File: config.mk
export PLATFORM = sky130hd
export DESIGN_NAME = annexb_access_unit_splitter
export DESIGN_NICKNAME = d
export VERILOG_FILES = /design/src/rtl/aus_pkg.sv /design/src/rtl/aus_scan.sv /design/src/rtl/annexb_access_unit_splitter.sv
export SDC_FILE = /design/constraint.sdc
export NUM_CORES = 1
export LEC_CHECK = 0
export BUFFER_PORTS_ARGS = -buffer_cell sky130_fd_sc_hd__clkbuf_2
export CAP_MARGIN = 0
export CORE_MARGIN = 10
export CORE_UTILIZATION = 51
export CTS_CLUSTER_SIZE = 8
export DETAILED_ROUTE_END_ITERATION = 6
export MAX_ROUTING_LAYER = met4
export PLACE_DENSITY = 0.75
export SETUP_SLACK_MARGIN = 0.05
export SLEW_MARGIN = 5
export SYNTH_ARGS = -nofsm -noshare
export SYNTH_HDL_FRONTEND = slang
export SYNTH_SLANG_ARGS = --single-unit
export TNS_END_PERCENT = 50
File: constraint.sdc
create_clock -name clk -period 1.9 [get_ports clk]
set_input_delay 0.285 -clock clk [delete_from_list [all_inputs] [get_ports clk]]
set_output_delay 0.285 -clock clk [all_outputs]
set_load 0.02 [all_outputs]
File: src/rtl/aus_pkg.sv
// shared types and constants of the annex-b access unit splitter
`default_nettype none

package aus_pkg;

    localparam int unsigned BYTE_W = 8;
    localparam int unsigned KIND_W = 5;
    // results one input byte can cause, and the counter width that holds that number
    localparam int unsigned MAX_RESULTS = 5;
    localparam int unsigned CNT_W = $clog2(MAX_RESULTS + 1);

    localparam logic [1:0] ZERO_RUN_MAX = 2'd3;
    localparam logic [1:0] ZERO_RUN_SC = 2'd2;
    localparam logic [BYTE_W-1:0] ZERO_BYTE = 8'h00;
    localparam logic [BYTE_W-1:0] START_BYTE = 8'h01;
    localparam logic [KIND_W-1:0] VCL_FIRST = 5'd1;
    localparam logic [KIND_W-1:0] VCL_LAST = 5'd5;

    // the results of one input byte, emitted by the top level one per cycle while out_ready is high
    typedef struct packed {
        logic [CNT_W-1:0]  cnt;       // number of results, 0 to 5
        logic [BYTE_W-1:0] data;      // input byte, sent as the final result when has_data
        logic [1:0]        one_pos;   // position of the 01 byte of a start code
        logic              has_one;
        logic              has_data;
        logic              nal;       // first result opens a nal unit
        logic [KIND_W-1:0] kind;
        logic              frame;     // first result opens an access unit
        logic              last;      // final result closes the stream
        logic              marker;    // single empty end marker
    } aus_pkt_t;

endpackage

`default_nettype wire

File: src/rtl/aus_scan.sv
// start code scanner: parser state and the result set of each byte
`default_nettype none

module aus_scan (
    input  wire logic                          clk,
    input  wire logic                          rst_n,
    input  wire logic                          advance,
    input  wire logic [aus_pkg::BYTE_W-1:0]    data,
    input  wire logic                          last,
    output aus_pkg::aus_pkt_t                  pkt
);

    // held zeros; while a header is awaited, the zeros of that start code
    logic [1:0] zero_run_reg, zero_run_next;
    logic       inside_nal_reg, inside_nal_next;
    logic       await_header_reg, await_header_next;
    logic       prev_slice_reg, prev_slice_next;
    logic       frame_open_reg, frame_open_next;

    logic [1:0]                  zr_inc;
    logic [aus_pkg::KIND_W-1:0]  kind;
    logic                        vcl;
    logic                        drop_zero;

    assign zr_inc = (zero_run_reg == aus_pkg::ZERO_RUN_MAX) ? aus_pkg::ZERO_RUN_MAX
                                                             : zero_run_reg + 2'd1;
    assign kind = data[aus_pkg::KIND_W-1:0];
    assign vcl = (kind >= aus_pkg::VCL_FIRST) && (kind <= aus_pkg::VCL_LAST);
    assign drop_zero = (zero_run_reg == aus_pkg::ZERO_RUN_MAX) && inside_nal_reg;

    always_comb
    begin
        pkt = '0;
        pkt.data = data;
        zero_run_next = zero_run_reg;
        inside_nal_next = inside_nal_reg;
        await_header_next = await_header_reg;
        prev_slice_next = prev_slice_reg;
        frame_open_next = frame_open_reg;

        if (await_header_reg)
        begin
            // held zeros, the 01 byte, then the header byte
            pkt.cnt = {1'b0, zero_run_reg} + 3'd2;
            pkt.one_pos = zero_run_reg;
            pkt.has_one = 1'b1;
            pkt.has_data = 1'b1;
            pkt.nal = 1'b1;
            pkt.kind = kind;
            pkt.frame = !frame_open_reg || prev_slice_reg;
            prev_slice_next = vcl;
            frame_open_next = 1'b1;
            inside_nal_next = 1'b1;
            await_header_next = 1'b0;
            zero_run_next = 2'd0;
        end
        else if (data == aus_pkg::ZERO_BYTE)
        begin
            // oldest zero leaves once the run is full; at the end all held zeros go
            pkt.cnt = {2'b00, drop_zero}
                    + ((last && inside_nal_reg) ? {1'b0, zr_inc} : 3'd0);
            zero_run_next = zr_inc;
        end
        else if (data == aus_pkg::START_BYTE && zero_run_reg >= aus_pkg::ZERO_RUN_SC)
        begin
            await_header_next = 1'b1;
        end
        else
        begin
            if (inside_nal_reg)
            begin
                pkt.cnt = {1'b0, zero_run_reg} + 3'd1;
                pkt.has_data = 1'b1;
            end
            zero_run_next = 2'd0;
        end

        if (last)
        begin
            pkt.last = 1'b1;
            if (pkt.cnt == '0)
            begin
                pkt.cnt = 3'd1;
                pkt.marker = 1'b1;
            end
            zero_run_next = 2'd0;
            inside_nal_next = 1'b0;
            await_header_next = 1'b0;
            prev_slice_next = 1'b0;
            frame_open_next = 1'b0;
        end
    end

    always_ff @(posedge clk or negedge rst_n)
    begin
        if (!rst_n)
        begin
            zero_run_reg <= 2'd0;
            inside_nal_reg <= 1'b0;
            await_header_reg <= 1'b0;
            prev_slice_reg <= 1'b0;
            frame_open_reg <= 1'b0;
        end
        else if (advance)
        begin
            zero_run_reg <= zero_run_next;
            inside_nal_reg <= inside_nal_next;
            await_header_reg <= await_header_next;
            prev_slice_reg <= prev_slice_next;
            frame_open_reg <= frame_open_next;
        end
    end

    // a start code needs at least two zeros before its 01 byte
    assert property (@(posedge clk) disable iff (!rst_n)
        await_header_reg |-> zero_run_reg >= aus_pkg::ZERO_RUN_SC)
        else $error("awaiting a header without a full start code");

    // an opened nal unit always leaves a frame open
    assert property (@(posedge clk) disable iff (!rst_n)
        inside_nal_reg |-> frame_open_reg)
        else $error("nal unit open outside any access unit");

    // the stream end returns the scanner to its reset state
    assert property (@(posedge clk) disable iff (!rst_n)
        advance && last |=> !inside_nal_reg && !await_header_reg && zero_run_reg == 2'd0)
        else $error("parser state survived the final byte");

endmodule

`default_nettype wire

File: src/rtl/annexb_access_unit_splitter.sv
// Annex-B access unit splitter: takes one stream byte per request and
// returns the kept bytes, marked with nal unit starts, the nal unit type and
// access unit starts. A byte is registered, then decoded against the parser
// state in one pass into a set of 0 to 5 results held in a result register,
// which sends them one per cycle while out_ready is high. A byte that yields n
// results holds the output until all n are sent, and the next byte waits in
// the input register meanwhile. Zeros and start code bytes yield no result
// until their fate is known (at most three zeros and the 01 byte are held);
// the final byte flushes them and is marked last, or an empty end marker is
// sent if nothing remains.
`default_nettype none

module annexb_access_unit_splitter (
    input  wire logic                        clk,
    input  wire logic                        rst_n,
    input  wire logic                        in_valid,
    output logic                             in_ready,
    input  wire logic [aus_pkg::BYTE_W-1:0]  in_byte,
    input  wire logic                        in_last,
    output logic                             out_valid,
    input  wire logic                        out_ready,
    output logic [aus_pkg::BYTE_W-1:0]       out_byte,
    output logic                             byte_valid,
    output logic                             nal_begin,
    output logic [aus_pkg::KIND_W-1:0]       nal_kind,
    output logic                             frame_begin,
    output logic                             out_last
);

    logic                        inreg_valid_reg;
    logic [aus_pkg::BYTE_W-1:0]  inreg_byte_reg;
    logic                        inreg_last_reg;

    aus_pkg::aus_pkt_t           scan_pkt;
    aus_pkg::aus_pkt_t           pkt_reg;
    logic                        pkt_valid_reg;
    logic [aus_pkg::CNT_W-1:0]   idx_reg;

    logic last_item;
    logic pkt_free;
    logic advance;
    logic first_item;

    assign last_item = idx_reg == pkt_reg.cnt - 3'd1;
    assign pkt_free = !pkt_valid_reg || (out_ready && last_item);
    assign advance = inreg_valid_reg && pkt_free;
    assign in_ready = !inreg_valid_reg || advance;

    aus_scan u_scan (
        .clk     (clk),
        .rst_n   (rst_n),
        .advance (advance),
        .data    (inreg_byte_reg),
        .last    (inreg_last_reg),
        .pkt     (scan_pkt)
    );

    always_ff @(posedge clk or negedge rst_n)
    begin
        if (!rst_n)
        begin
            inreg_valid_reg <= 1'b0;
            pkt_valid_reg <= 1'b0;
            idx_reg <= '0;
        end
        else
        begin
            if (in_valid && in_ready)
                inreg_valid_reg <= 1'b1;
            else if (advance)
                inreg_valid_reg <= 1'b0;

            if (advance)
            begin
                // a byte with no result leaves the result register empty
                pkt_valid_reg <= scan_pkt.cnt != '0;
                idx_reg <= '0;
            end
            else if (out_valid && out_ready)
            begin
                if (last_item)
                    pkt_valid_reg <= 1'b0;
                else
                    idx_reg <= idx_reg + 3'd1;
            end
        end
    end

    always_ff @(posedge clk)
    begin
        if (in_valid && in_ready)
        begin
            inreg_byte_reg <= in_byte;
            inreg_last_reg <= in_last;
        end
        if (advance)
            pkt_reg <= scan_pkt;
    end

    assign first_item = idx_reg == '0;

    always_comb
    begin
        if (pkt_reg.marker)
            out_byte = aus_pkg::ZERO_BYTE;
        else if (pkt_reg.has_data && last_item)
            out_byte = pkt_reg.data;
        else if (pkt_reg.has_one && idx_reg == {1'b0, pkt_reg.one_pos})
            out_byte = aus_pkg::START_BYTE;
        else
            out_byte = aus_pkg::ZERO_BYTE;
    end

    assign out_valid = pkt_valid_reg;
    assign byte_valid = !pkt_reg.marker;
    assign nal_begin = pkt_reg.nal && first_item;
    assign nal_kind = nal_begin ? pkt_reg.kind : '0;
    assign frame_begin = nal_begin && pkt_reg.frame;
    assign out_last = pkt_reg.last && last_item;

    // the send index never runs past the result count
    assert property (@(posedge clk) disable iff (!rst_n)
        pkt_valid_reg |-> idx_reg < pkt_reg.cnt)
        else $error("result index beyond result count");

    // the empty end marker stands alone and closes the stream
    assert property (@(posedge clk) disable iff (!rst_n)
        pkt_valid_reg && pkt_reg.marker |-> pkt_reg.cnt == 3'd1 && pkt_reg.last)
        else $error("malformed end marker");

    // a nal unit start comes with its start code and header byte
    assert property (@(posedge clk) disable iff (!rst_n)
        pkt_valid_reg && pkt_reg.nal |-> pkt_reg.cnt >= 3'd4 && pkt_reg.has_one)
        else $error("nal unit start without start code");

    // an empty input register always takes a request
    assert property (@(posedge clk) disable iff (!rst_n)
        !inreg_valid_reg |-> in_ready)
        else $error("input stalled while empty");

endmodule

`default_nettype wire
==> metrics.md <==
| Metric | Value |
|---|---|
| Antenna violations before repair | `0` |
| Total power | `0.00514 W` |
| Max Clock Skew | `0.00600 ns` |
| Pin count of the biggest net entering global routing | `28` |
| Total GRT Usage | `14.1%` |
| Syn Nets | `188` |
| Critical path type | `reg -> out` |
| Cell variety after synth | `51` |
| Number of hold violations in the final report | `0` |
| Setup violators final | `15` |
| Clock sink total | `42` |
| Synthesized instance count | `166` |
| DR pass1 iterations | `4` |
| Final Cycle Share | `115%` |
| Arr. time, crit path | `1.89 ns` |
| Via count | `1,585` |
| Non-filler cells, final | `281` |
| YS warnings | `0` |
| Grt ovf | `0` |
| Layout cell share with drive strength beyond 1 | `54.5%` |
| HPWL Detailed | `3590 um` |
| Effective utilization at floorplan | `52.9%` |
| DIE WIDTH | `84.6 um` |
| Final min period | `2.18 ns` |
| Htree depth | `2` |
| Required time worst endpoint | `1.62 ns` |
| Startpoint Class | `register` |
| Async set-reset flop share out of synthesis | `23.8%` |
| Setup TNS | `-2.73 ns` |
| Post-synth top area cell | `edfxtp_1` |
| Min-Delay Path Class | `in -> reg` |
| Fillers | `229` |
| Leak | `1.26 nW` |
| Status | `finished with violations` |
| Die footprint | `0.00716 sq mm` |
| Max FFs per register | `23` |
| Area occupied by multi-input gates | `0.00110 sq mm` |
| Number of I/O port buffers | `31` |
| First-pass GRT wire length | `7990 um` |
| Sequential fraction of the synthesis area | `56.8%` |
| MaxCap Viol Count | `0` |
| Number of vias per cell | `5.64` |
| Cells after DPL | `262` |
| Die Y | `84.6 um` |
| Design Area, Final | `0.00313 sq mm` |
| Synth top area cells | `edfxtp_1 45%, dfrtp_1 12%, and2_1 6.2%` |
| # diodes | `0` |
| Clock Root Buffer | `clkbuf_8` |
| Worst-Margin Slew | `0.413 ns` |
| Synth-to-layout area growth | `46.7%` |
| Worst Path Max Fanout | `7` |
| Final worst slack | `-0.276 ns` |
| Clk_lat worst skew | `0.30 ns` |
| Wirelength per Cell | `19.3 um` |
| Final antenna-violating net count | `0` |
| Final WL | `5430 um` |
| Clk slew on worst S/H paths | `0.08 ns` |
| Top-area cell type share of the netlist area | `45.1%` |
| Fmax | `0.460 GHz` |
| Initial DRC count | `139` |
| Max-Slew Margin vs Limit | `72.4%` |
| Final Max Slew Viols | `0` |
| Failing checks | `setup timing` |
| Fin nets | `252` |
| Core area | `0.00403 sq mm` |
| Syn Area/Cell | `12.8 sq um` |
| Crit end category | `output port` |
| # rows | `23` |
| CTS tree | `yes` |
| RSZ-0062 raised after global routing | `yes` |
| Yosys reg bits | `42` |
| Cts bufs inserted | `5` |
| Sequential Area | `0.00121 sq mm` |
| Primary FF master, synth | `edfxtp_1` |
| Mapped cell area | `0.00213 sq mm` |
| Cell Area, Placed | `0.00257 sq mm` |
| Peak supply drop | `0.000697 V` |
| Post-synth EDFFs | `32` |
| CTS Buffer Depth | `2` |
| PD cells | `1640 mW/mm^2` |
| Residual DRC | `0` |
| I/O pin cnt | `32` |
| Hold_ws | `0.162 ns` |
| Placer Congestion | `0.954` |
| Number of global-route vias before repair | `1,576` |
==> metrics by stage <==
| stage | util [%] | setup slack, ns |
|---|---|---|
| floorplan | - | 0.0752 |
| global placement | 63.9 | -0.0107 |
| detailed placement | 63.9 | -0.0587 |
| CTS | 72.2 | -0.283 |
| global route | 77.6 | -0.364 |
| finish | 77.6 | -0.276 |
==> path summary, 6_finish.rpt <==
path                            slack, ns         startpoint                endpoint  cells after the start
worst max register to register      -0.07  inreg_byte_reg[5]              pkt_reg[0]                      4
worst min-delay path                 0.16            in_last          inreg_last_reg                      1
worst max-delay path                -0.28        pkt_reg[21]             out_byte[7]                      8
worst min register to register       0.56  inreg_byte_reg[5]             pkt_reg[18]                      0
min in group asynchronous            0.41              rst_n              idx_reg[1]                      2
max in group asynchronous            1.23              rst_n  u_scan.zero_run_reg[1]                      2
==> per-layer routing <==
layer | up-vias | GRT usage, % | wire (um)
met3 | 11 | 4.15 | 351
li1 | 727 | - | -
met1 | 796 | 16.0 | 2150
met5 | - | - | 0
met2 | 51 | 23.2 | 2820
met4 | 0 | 4.79 | 108
==> what timing repair did <==
item | 4_1_cts | 5_1_grt
hold buffers | 1 | 0
gates resized for setup | 51 | 37
buffers inserted | 3 | 4
setup endpoints to repair | 19 | 59
pin swaps | 14 | 11
cloned | 0 | 3
endpoints found under the hold margin | 10 | 0
==> cell type report <==
cell class | count | share of cell area [%]
clock buffers | 6 | 2.32
clock inverters | 2 | 1.20
inverters | 16 | 1.92
multi-input cells | 105 | 35.1
flip-flops and latches | 42 | 38.9
well taps | 50 | 2.00
repair buffers | 60 | 18.6
==> kinds of logic after synthesis <==
kind of cell,after synthesis,share of synthesized area (%)
flip-flops,42,56.8
XOR/XNOR,5,3.05
adder cells (fa/ha/maj),9,5.28
AO/OA/AOI/OAI,27,11.4
buffers and inverters,19,3.52
AND/OR/NAND/NOR,60,18.0
multiplexers,4,1.94
==> layout by cell type (no fill, tap or decap), drive strengths merged, types with 2 or more instances in the layout <==
master and instances:
ha 9, a21oi 7, edfxtp 32, nor2 12
o21ai 3, clkbuf 30, nor3 3, inv 16
buf 35, nor2b 2, dfrtp 10, and2 21
xor2 4, mux2i 3, nand3 3, nand2 7
nand4 2, or4 2, a41oi 2
==> worst max-delay path: stages, from the launching register on <==
cell and delay (ns):
edfxtp_1 0.36, inv_2 0.05, ha_4 0.28, xor2_4 0.17, nand4_1 0.16, nor2_2 0.18
buf_6 0.15, and2_4 0.14, buf_8 0.11
==> Yosys cell counts (all sizes together) (2+ instances only) <==
cell / number
edfxtp: 32
and2: 21
inv: 16
nor2: 12
dfrtp: 10
ha: 9
a21oi: 7
nand2: 7
xor2: 4
mux2i: 3
nand3: 3
nor3: 3
o21ai: 3
a41oi: 2
buf: 2
nand4: 2
nor2b: 2
or4: 2
==> where the power goes <==
part           switching [W]  internal, W  total [W]
Combinational        0.00136      0.00138    0.00274
Sequential          0.000248      0.00146    0.00171
Clock               0.000301     0.000392   0.000692
(Power assumes the default switching activity.)
